`config.mk`:
```
export PLATFORM = sky130hd
export DESIGN_NAME = coeff_bit_pack_unpack
export DESIGN_NICKNAME = d
export VERILOG_FILES = /design/src/hw/rtl/cbp_pkg.sv /design/src/hw/rtl/coeff_bit_pack_unpack.sv /design/src/hw/rtl/cbp_engine.sv /design/src/hw/rtl/cbp_run_buf.sv
export SDC_FILE = /design/constraint.sdc
export NUM_CORES = 1
export LEC_CHECK = 0
export BUFFER_PORTS_ARGS = -buffer_cell sky130_fd_sc_hd__buf_2
export CORE_MARGIN = 4
export CORE_UTILIZATION = 42
export DETAILED_ROUTE_END_ITERATION = 12
export GPL_TIMING_DRIVEN = 0
export HOLD_SLACK_MARGIN = 0.02
export PLACE_DENSITY = 0.56
export SYNTH_ARGS = -nofsm -noshare
export SYNTH_HDL_FRONTEND = slang
export SYNTH_SLANG_ARGS = --single-unit
```
`constraint.sdc`:
```
create_clock -name clock -period 9.5 [get_ports clock]
set_clock_uncertainty 0.2 [all_clocks]
set_input_delay 0.475 -clock clock [delete_from_list [all_inputs] [get_ports clock]]
set_output_delay 0.475 -clock clock [all_outputs]
set_load 0.01 [all_outputs]
```
`src/hw/rtl/cbp_pkg.sv`:
```
`timescale 1ns / 1ps
// ----------------------------------------------------------------------------
// cbp_pkg: shared types and constants of the coefficient bit packer
// Register indexes, width codes, the per-item result run and width helpers.
// ----------------------------------------------------------------------------
package cbp_pkg;

   localparam int CoeffsPerPoly = 256;
   localparam int CntW          = $clog2(CoeffsPerPoly);
   localparam int MaxRun        = 3;
   localparam int RunCntW       = 2;
   localparam int CsrIdxW       = 2;
   localparam int CsrDataW      = 2;

   typedef enum logic [CsrIdxW-1:0] {
      CSR_DIRECTION    = 2'd0,
      CSR_WIDTH_SELECT = 2'd1
   } csr_index_type;

   typedef enum logic {
      DIR_PACK   = 1'b0,
      DIR_UNPACK = 1'b1
   } dir_type;

   typedef enum logic [1:0] {
      WS_3BIT = 2'd0,
      WS_5BIT = 2'd1,
      WS_6BIT = 2'd2,
      WS_8BIT = 2'd3
   } width_sel_type;

   // results caused by one item, first result in vals[0]
   typedef struct packed {
      logic [MaxRun-1:0][7:0] vals;
      logic [RunCntW-1:0]     count;
      logic                   poly_end;
   } run_type;

   function automatic logic [3:0] width_of(width_sel_type ws);
      logic [3:0] w;
      unique case (ws)
         WS_3BIT: w = 4'd3;
         WS_5BIT: w = 4'd5;
         WS_6BIT: w = 4'd6;
         WS_8BIT: w = 4'd8;
         default: w = 4'd8;
      endcase
      return w;
   endfunction

   function automatic logic [7:0] mask_of(width_sel_type ws);
      logic [7:0] m;
      unique case (ws)
         WS_3BIT: m = 8'h07;
         WS_5BIT: m = 8'h1f;
         WS_6BIT: m = 8'h3f;
         WS_8BIT: m = 8'hff;
         default: m = 8'hff;
      endcase
      return m;
   endfunction

   // how many whole coefficients fit in t bits, at most three
   function automatic logic [RunCntW-1:0] fit_count(logic [4:0] t, logic [3:0] w);
      logic [RunCntW-1:0] n;
      if (t >= 5'(3 * w)) begin
         n = 2'd3;
      end else if (t >= 5'(2 * w)) begin
         n = 2'd2;
      end else if (t >= 5'(w)) begin
         n = 2'd1;
      end else begin
         n = 2'd0;
      end
      return n;
   endfunction

endpackage

```
`src/hw/rtl/coeff_bit_pack_unpack.sv`:
```
`timescale 1ns / 1ps
// ----------------------------------------------------------------------------
// coeff_bit_pack_unpack: streaming coefficient bit packer and unpacker
// Packs 3/5/6/8-bit coefficients into bytes, or unpacks bytes into them.
// ----------------------------------------------------------------------------
// Usage:
//  req_ channel takes one coefficient (pack) or one byte (unpack) per beat.
//  rsp_ channel gives each result beat; rsp_run_end marks the last beat an
//  item caused, rsp_poly_end the last beat of the polynomial.
//  An item's results are built in the cycle it is taken and held in a
//  three-entry result register; the first beat shows in the cycle after.
//  Throughput: one item per cycle while each makes at most one beat and rsp_
//  is unstalled; an item making more beats holds the next off until its last
//  beat goes, the register draining one beat a cycle when unstalled. Items
//  making no beat (pack, byte not full) are taken each cycle unless req_stall.
//  A stall on rsp_ holds the current beat; req_stall rises once the
//  result register cannot take another run.
//  csr_ writes clear the bit buffer and coefficient counter; write only
//  while no beat is outstanding.
//  Reset: pack, five-bit, empty buffer, no beat pending.
// ----------------------------------------------------------------------------
module coeff_bit_pack_unpack (
   input  logic                         clock,
   input  logic                         reset,
   input  logic                         csr_write_en,
   input  logic [cbp_pkg::CsrIdxW-1:0]  csr_index,
   input  logic [cbp_pkg::CsrDataW-1:0] csr_wdata,
   input  logic                         req_valid,
   output logic                         req_stall,
   input  logic [7:0]                   req_in_value,
   output logic                         rsp_valid,
   input  logic                         rsp_stall,
   output logic [7:0]                   rsp_out_value,
   output logic                         rsp_run_end,
   output logic                         rsp_poly_end
);
   import cbp_pkg::*;

   run_type run;
   logic    can_load;
   logic    take;
   logic    load;

   assign req_stall = !can_load;
   assign take      = req_valid && can_load;
   assign load      = take && run.count != '0;

   cbp_engine u_engine (
      .clock        (clock),
      .reset        (reset),
      .csr_write_en (csr_write_en),
      .csr_index    (csr_index),
      .csr_wdata    (csr_wdata),
      .take         (take),
      .item         (req_in_value),
      .run          (run)
   );

   cbp_run_buf u_run_buf (
      .clock         (clock),
      .reset         (reset),
      .load          (load),
      .run           (run),
      .can_load      (can_load),
      .rsp_valid     (rsp_valid),
      .rsp_stall     (rsp_stall),
      .rsp_out_value (rsp_out_value),
      .rsp_run_end   (rsp_run_end),
      .rsp_poly_end  (rsp_poly_end)
   );

`ifndef SYNTHESIS
   a_reset_empty: assert property (@(posedge clock) $past(reset) |-> !rsp_valid)
      else $error("result beat right after reset");

   a_poly_ends_run: assert property (@(posedge clock) disable iff (reset)
      rsp_valid && rsp_poly_end |-> rsp_run_end)
      else $error("polynomial end not on last beat of a run");

   a_stall_when_busy: assert property (@(posedge clock) disable iff (reset)
      rsp_valid && rsp_stall && !rsp_run_end |-> req_stall)
      else $error("input taken while a run is still pending");

   a_load_has_beats: assert property (@(posedge clock) disable iff (reset)
      load |=> rsp_valid)
      else $error("loaded run produced no beat");
`endif

endmodule

```
`src/hw/rtl/cbp_engine.sv`:
```
`timescale 1ns / 1ps
// ----------------------------------------------------------------------------
// cbp_engine: bit buffer, coefficient counter and config registers
// Builds the whole run of results for one item combinationally and updates
// the stream state when the item is taken.
// ----------------------------------------------------------------------------
module cbp_engine (
   input  logic                         clock,
   input  logic                         reset,
   input  logic                         csr_write_en,
   input  logic [cbp_pkg::CsrIdxW-1:0]  csr_index,
   input  logic [cbp_pkg::CsrDataW-1:0] csr_wdata,
   input  logic                         take,
   input  logic [7:0]                   item,
   output cbp_pkg::run_type             run
);
   import cbp_pkg::*;

   localparam int CW2 = CntW + 2;

   dir_type       dir_ff, dir_in;
   width_sel_type ws_ff, ws_in;
   logic [15:0]   buf_ff, buf_in;
   logic [3:0]    cnt_ff, cnt_in;
   logic [CntW-1:0] coeff_ff, coeff_in;

   logic [3:0]  w;
   logic [7:0]  wmask;
   logic [7:0]  v;
   logic [15:0] sum;
   logic [15:0] rest;
   logic [4:0]  t;
   logic [4:0]  used;
   logic [RunCntW-1:0] n;
   logic [RunCntW-1:0] fit;
   logic        last;
   logic        found;
   logic        clear;
   logic [CntW-1:0] coeff_next;

   assign w     = width_of(ws_ff);
   assign wmask = mask_of(ws_ff);
   assign v     = item & wmask;
   assign last  = coeff_ff == CntW'(CoeffsPerPoly - 1);

   always_comb begin
      run        = '0;
      n          = '0;
      fit        = '0;
      found      = 1'b0;
      clear      = 1'b0;
      used       = '0;
      sum        = '0;
      rest       = '0;
      t          = '0;
      coeff_next = coeff_ff;
      if (dir_ff == DIR_PACK) begin
         t = 5'(cnt_ff) + 5'(w);
         if (ws_ff == WS_3BIT) begin
            sum = (buf_ff << w) | 16'(v);
            if (t >= 5'd8) begin
               run.vals[0] = 8'(sum >> (t - 5'd8));
               n = 2'd1;
               t = t - 5'd8;
            end
         end else begin
            sum = buf_ff | (16'(v) << cnt_ff);
            if (t >= 5'd8) begin
               run.vals[0] = sum[7:0];
               n = 2'd1;
               sum = sum >> 8;
               t = t - 5'd8;
            end
         end
         rest = sum & ((16'd1 << t) - 16'd1);
         if (last) begin
            clear = 1'b1;
            if (t != 5'd0) begin
               // partial byte, padded with zeros
               run.vals[n] = (ws_ff == WS_3BIT) ? 8'(rest << (5'd8 - t)) : rest[7:0];
               n = n + 2'd1;
            end
            run.poly_end = 1'b1;
         end else begin
            coeff_next = coeff_ff + CntW'(1);
         end
      end else begin
         t = 5'(cnt_ff) + 5'd8;
         if (ws_ff == WS_3BIT) begin
            sum = (buf_ff << 8) | 16'(item);
         end else begin
            sum = buf_ff | (16'(item) << cnt_ff);
         end
         fit = fit_count(t, w);
         n   = fit;
         for (int k = 0; k < MaxRun; k++) begin
            if (ws_ff == WS_3BIT) begin
               run.vals[k] = 8'(sum >> 5'(t - 5'(3 * (k + 1)))) & wmask;
            end else begin
               run.vals[k] = 8'(sum >> 5'(k * w)) & wmask;
            end
            if (!found && RunCntW'(k) < fit &&
                ({2'b00, coeff_ff} + CW2'(k)) == CW2'(CoeffsPerPoly - 1)) begin
               found = 1'b1;
               n = RunCntW'(k + 1);
            end
         end
         unique case (n)
            2'd0:    used = 5'd0;
            2'd1:    used = 5'(w);
            2'd2:    used = 5'(2 * w);
            2'd3:    used = 5'(3 * w);
            default: used = 5'd0;
         endcase
         t = t - used;
         if (ws_ff == WS_3BIT) begin
            rest = sum & ((16'd1 << t) - 16'd1);
         end else begin
            rest = (sum >> used) & ((16'd1 << t) - 16'd1);
         end
         if (found) begin
            clear = 1'b1;
            run.poly_end = 1'b1;
         end else begin
            coeff_next = coeff_ff + CntW'(n);
         end
      end
      run.count = n;
   end

   always_comb begin
      dir_in   = dir_ff;
      ws_in    = ws_ff;
      buf_in   = buf_ff;
      cnt_in   = cnt_ff;
      coeff_in = coeff_ff;
      if (csr_write_en) begin
         unique case (csr_index)
            CSR_DIRECTION: begin
               dir_in   = dir_type'(csr_wdata[0]);
               buf_in   = '0;
               cnt_in   = '0;
               coeff_in = '0;
            end
            CSR_WIDTH_SELECT: begin
               ws_in    = width_sel_type'(csr_wdata[1:0]);
               buf_in   = '0;
               cnt_in   = '0;
               coeff_in = '0;
            end
            default: begin
            end
         endcase
      end else if (take) begin
         if (clear) begin
            buf_in   = '0;
            cnt_in   = '0;
            coeff_in = '0;
         end else begin
            buf_in   = rest;
            cnt_in   = t[3:0];
            coeff_in = coeff_next;
         end
      end
   end

   always_ff @(posedge clock) begin
      if (reset) begin
         dir_ff   <= DIR_PACK;
         ws_ff    <= WS_5BIT;
         buf_ff   <= '0;
         cnt_ff   <= '0;
         coeff_ff <= '0;
      end else begin
         dir_ff   <= dir_in;
         ws_ff    <= ws_in;
         buf_ff   <= buf_in;
         cnt_ff   <= cnt_in;
         coeff_ff <= coeff_in;
      end
   end

endmodule

```
`src/hw/rtl/cbp_run_buf.sv`:
```
`timescale 1ns / 1ps
// ----------------------------------------------------------------------------
// cbp_run_buf: result register that drains one run
// Holds up to three results of one item and hands them out one beat at a time.
// ----------------------------------------------------------------------------
module cbp_run_buf (
   input  logic             clock,
   input  logic             reset,
   input  logic             load,
   input  cbp_pkg::run_type run,
   output logic             can_load,
   output logic             rsp_valid,
   input  logic             rsp_stall,
   output logic [7:0]       rsp_out_value,
   output logic             rsp_run_end,
   output logic             rsp_poly_end
);
   import cbp_pkg::*;

   logic [MaxRun-1:0][7:0] val_ff, val_in;
   logic [RunCntW-1:0]     cnt_ff, cnt_in;
   logic                   poly_ff, poly_in;
   logic                   pop;

   assign rsp_valid     = cnt_ff != '0;
   assign pop           = rsp_valid && !rsp_stall;
   assign can_load      = (cnt_ff == '0) || (cnt_ff == 2'd1 && pop);
   assign rsp_out_value = val_ff[0];
   assign rsp_run_end   = cnt_ff == 2'd1;
   assign rsp_poly_end  = poly_ff && cnt_ff == 2'd1;

   always_comb begin
      val_in  = val_ff;
      cnt_in  = cnt_ff;
      poly_in = poly_ff;
      if (load) begin
         val_in  = run.vals;
         cnt_in  = run.count;
         poly_in = run.poly_end;
      end else if (pop) begin
         val_in  = {8'h00, val_ff[MaxRun-1:1]};
         cnt_in  = cnt_ff - 2'd1;
      end
   end

   always_ff @(posedge clock) begin
      if (reset) begin
         cnt_ff  <= '0;
         poly_ff <= 1'b0;
      end else begin
         cnt_ff  <= cnt_in;
         poly_ff <= poly_in;
      end
   end

   always_ff @(posedge clock) begin
      val_ff <= val_in;
   end

endmodule
```
==> impl_metrics.env <==
export IMPL_cp_required_ps=9540
export IMPL_drc=0
export IMPL_synth_async_reset_ratio_pct=0
export IMPL_synthTopCellsByArea="mux2i_1, edfxtp_1, dfxtp_1, mux4_2, a21oi_1"
export IMPL_r2r_start="u_engine.ws_ff[0]"
export IMPL_cp_slowest_cell="xnor2_1"
export IMPL_area_growth_synth_to_final_pct=7.74
export IMPL_drv_slew=0
export IMPL_path_class="register to register"
export IMPL_grt_pass1_vias=12506
export IMPL_cts_sinks=58
export IMPL_syn_area_per_cell_um2=7.17
export IMPL_io_pins=29
export IMPL_synth_most_common_cell="nand2_1"
export IMPL_cts_resized=0
export IMPL_crit_family="compound AO/OA/AOI/OAI gates"
export IMPL_synth_ff_type="dfxtp_1"
export IMPL_synth_top_area_share_pct=6.97
export IMPL_wl_um=59500
export IMPL_final_cells=1938
export IMPL_dr_pass1_iters=6
export IMPL_rows=59
export IMPL_cp_data_arrival_time_ps=9230
export IMPL_worstReg2RegEnd="u_engine.buf_ff[10]"
export IMPL_irDropWorstVdd_uv=294
export IMPL_overflow=0
export IMPL_worstPathMaxFanout=11
export IMPL_status="finished, final reports clean"
export IMPL_relSlewSlack_pct=4.77
export IMPL_drtAntennaViolNets=0
export IMPL_r2r_slack_ps=300
export IMPL_final_util_pct=46.2
export IMPL_fmaxAchievable_mhz=109
export IMPL_wire_per_inst_um=30.7
export IMPL_drt_iter0_markers=2297
export IMPL_rsz0062_at_grt="false"
export IMPL_fin_crit_sh_pct=96.8
export IMPL_nets=1663
export IMPL_antenna_found_initial=1
export IMPL_cp_num_cells=23
export IMPL_clk_latency_ps=350
export IMPL_crit_buf_inv=4
export IMPL_maxCapViolCount=0
export IMPL_period_needed_ps=9200
export IMPL_dieArea_mm2=0.0293
export IMPL_final_area_mm2=0.0121
export IMPL_crit_start="u_engine.ws_ff[0]"
export IMPL_synth_top_cell_by_area="mux2i_1"
export IMPL_antenna_diode_count=0
export IMPL_cts_hold_buffers=0
export IMPL_hpwl_um=46500
export IMPL_crit_path_end_kind="register"
export IMPL_power_leakage_nw=4.41
export IMPL_dpl_worst_slack_ps=581
export IMPL_powerDensity_mw_per_mm2=231
export IMPL_vias=13878
export IMPL_yosys_warnings=0
export IMPL_hold_violations=0
export IMPL_port_buffer_count=23
export IMPL_placed_cell_area_mm2=0.0118
export IMPL_start_util_pct=42.9
export IMPL_start_kind="register"
export IMPL_ff2ff_path_depth=23
export IMPL_postCtsSetupRepairBufs=0
export IMPL_post_place_cells=1922
export IMPL_worst_slew_pin_slew_ps=1420
export IMPL_setup_tns_ps=0
export IMPL_cts_tree="yes"
export IMPL_vias_per_cell=7.16
export IMPL_drive_gt1_share_pct=10.4
export IMPL_synth_top_cells_by_count="nand2_1, nor2_1, a21oi_1"
export IMPL_die_h_um=171
export IMPL_syn_area_mm2=0.0112
export IMPL_ctsRootBufferMaster="clkbuf_16"
export IMPL_synth_edf_count=24
export IMPL_yosysSeqAreaShare_pct=12.5
export IMPL_gp_congestion=1.07
export IMPL_setup_ws_ps=305
export IMPL_ys_types=89
export IMPL_fp_coreArea_mm2=0.0261
export IMPL_synth_nets=1628
export IMPL_cpPeakStageDelay_ps=780
export IMPL_setup_viol_count_final=0
export IMPL_fp_dieW_um=171
export IMPL_crit_chain="ha_1 > clkbuf_1 > clkbuf_1 > xnor2_1 > ha_1 > a21oi_1 > o21a_1 > nand3_1 > a32oi_2 > clkbuf_1 > ha_1 > a21o_1 > a21o_1 > xnor2_1 > and2_1 > mux2i_1 > or4_1 > ha_1 > clkbuf_1 > a22o_1 > a31oi_1 > o21ai_0 > a31o_2"
export IMPL_endpoint="u_engine.buf_ff[10]"
export IMPL_netlist_instances=1563
export IMPL_min_path_type="input pin to register"
export IMPL_clockBufferDepth=2
export IMPL_grt_max_degree=21
export IMPL_cts_clk_slew_worst_paths_ps=70
export IMPL_h_tree_depth=3
export IMPL_cts_buffers=9
export IMPL_grt_pass1_wl_um=85500
export IMPL_ys_seq_elements=58
export IMPL_grt_usage_pct=39.3
==> layout make-up <==
cell class	count	area [µm²]
fillers	2789	14100
multi-input cells	1316	9010
flip-flops and latches	58	1400
plain buffers	146	634
well taps	335	419
clock buffers	12	268
inverters	43	161
repair buffers	24	130
clock inverters	4	46.3
==> placed cells by master (no fill, tap or decap), types with 16 or more instances in the layout <==
master / synthesis / routed
edfxtp_1: 24 / 24
nor2b_1: 16 / 16
buf_2: 27 / 50
inv_1: 37 / 37
mux4_2: 28 / 28
o21ai_0: 90 / 89
nor2_1: 153 / 153
a21oi_1: 122 / 122
nand2b_1: 22 / 22
clkbuf_1: 95 / 96
mux2_2: 29 / 29
nor3_1: 56 / 56
dfxtp_1: 34 / 34
nor4_1: 17 / 17
a31oi_1: 35 / 35
nand2_1: 161 / 161
a211oi_1: 37 / 37
mux2i_1: 78 / 78
o211ai_1: 31 / 31
nand3_1: 45 / 45
ha_1: 44 / 44
a22oi_1: 24 / 24
==> flip-flops by register name, indices dropped and copies added, names as in the netlist <==
| register | flops |
|---|---|
| u_run_buf.cnt_ff | 2 |
| u_engine.coeff_ff | 8 |
| u_engine.cnt_ff | 4 |
| u_engine.dir_ff | 1 |
| u_run_buf.poly_ff | 1 |
| u_run_buf.rsp_out_value | 8 |
| u_engine.ws_ff | 2 |
| u_run_buf.val_ff | 16 |
| u_engine.buf_ff | 16 |
==> tightest hold or removal path, stage by stage <==
cell and delay (ps):
buf_2 80, a31oi_1 60, nor2_1 70
==> routing by layer <==
layer / vias to the layer above / global-route usage (%) / wire length (µm)
li1: 6055 / - / -
met1: 6635 / 54.3 / 24800
met2: 962 / 55.9 / 24100
met3: 226 / 10.3 / 6660
met4: 0 / 20.7 / 3910
met5: - / 0 / 0
==> power by group <==
group | internal, W | leakage (nW) | switching [W] | total, W
registers | 0.000326 | 0.501 | 0.0000361 | 0.000362
logic | 0.000660 | 3.75 | 0.00140 | 0.00206
clock network | 0.000226 | 0.158 | 0.000144 | 0.000371
==> cell families after synthesis <==
family / synth area share [%]
AOI/OAI and AO/OA: 33.8
xor gates and xnor gates: 1.56
adders and majority gates: 5.63
buffers and inverters: 7.10
DFF: 12.5
muxes: 15.5
and+or+nand+nor: 23.8
==> per-stage QoR <==
| stage | hold slack [ps] | total power [W] |
|---|---|---|
| global route | 203 | 0.00291 |
| CTS | 174 | 0.00270 |
| floorplan | 227 | 0.00169 |
| global placement | 238 | 0.00233 |
| finish | 166 | 0.00279 |
| detailed placement | 245 | 0.00232 |
==> worst min-delay path by stage <==
stage,startpoint,to,cells past startpoint
floorplan,u_run_buf.poly_ff,u_run_buf.poly_ff,2
global placement,u_run_buf.poly_ff,u_run_buf.poly_ff,2
detailed placement,u_run_buf.poly_ff,u_run_buf.poly_ff,2
CTS,csr_wdata[1],u_engine.ws_ff[1],3
global route,csr_wdata[0],u_engine.ws_ff[0],2
finish,csr_wdata[1],u_engine.ws_ff[1],3
Note: power is estimated with default switching activity, not from simulation.
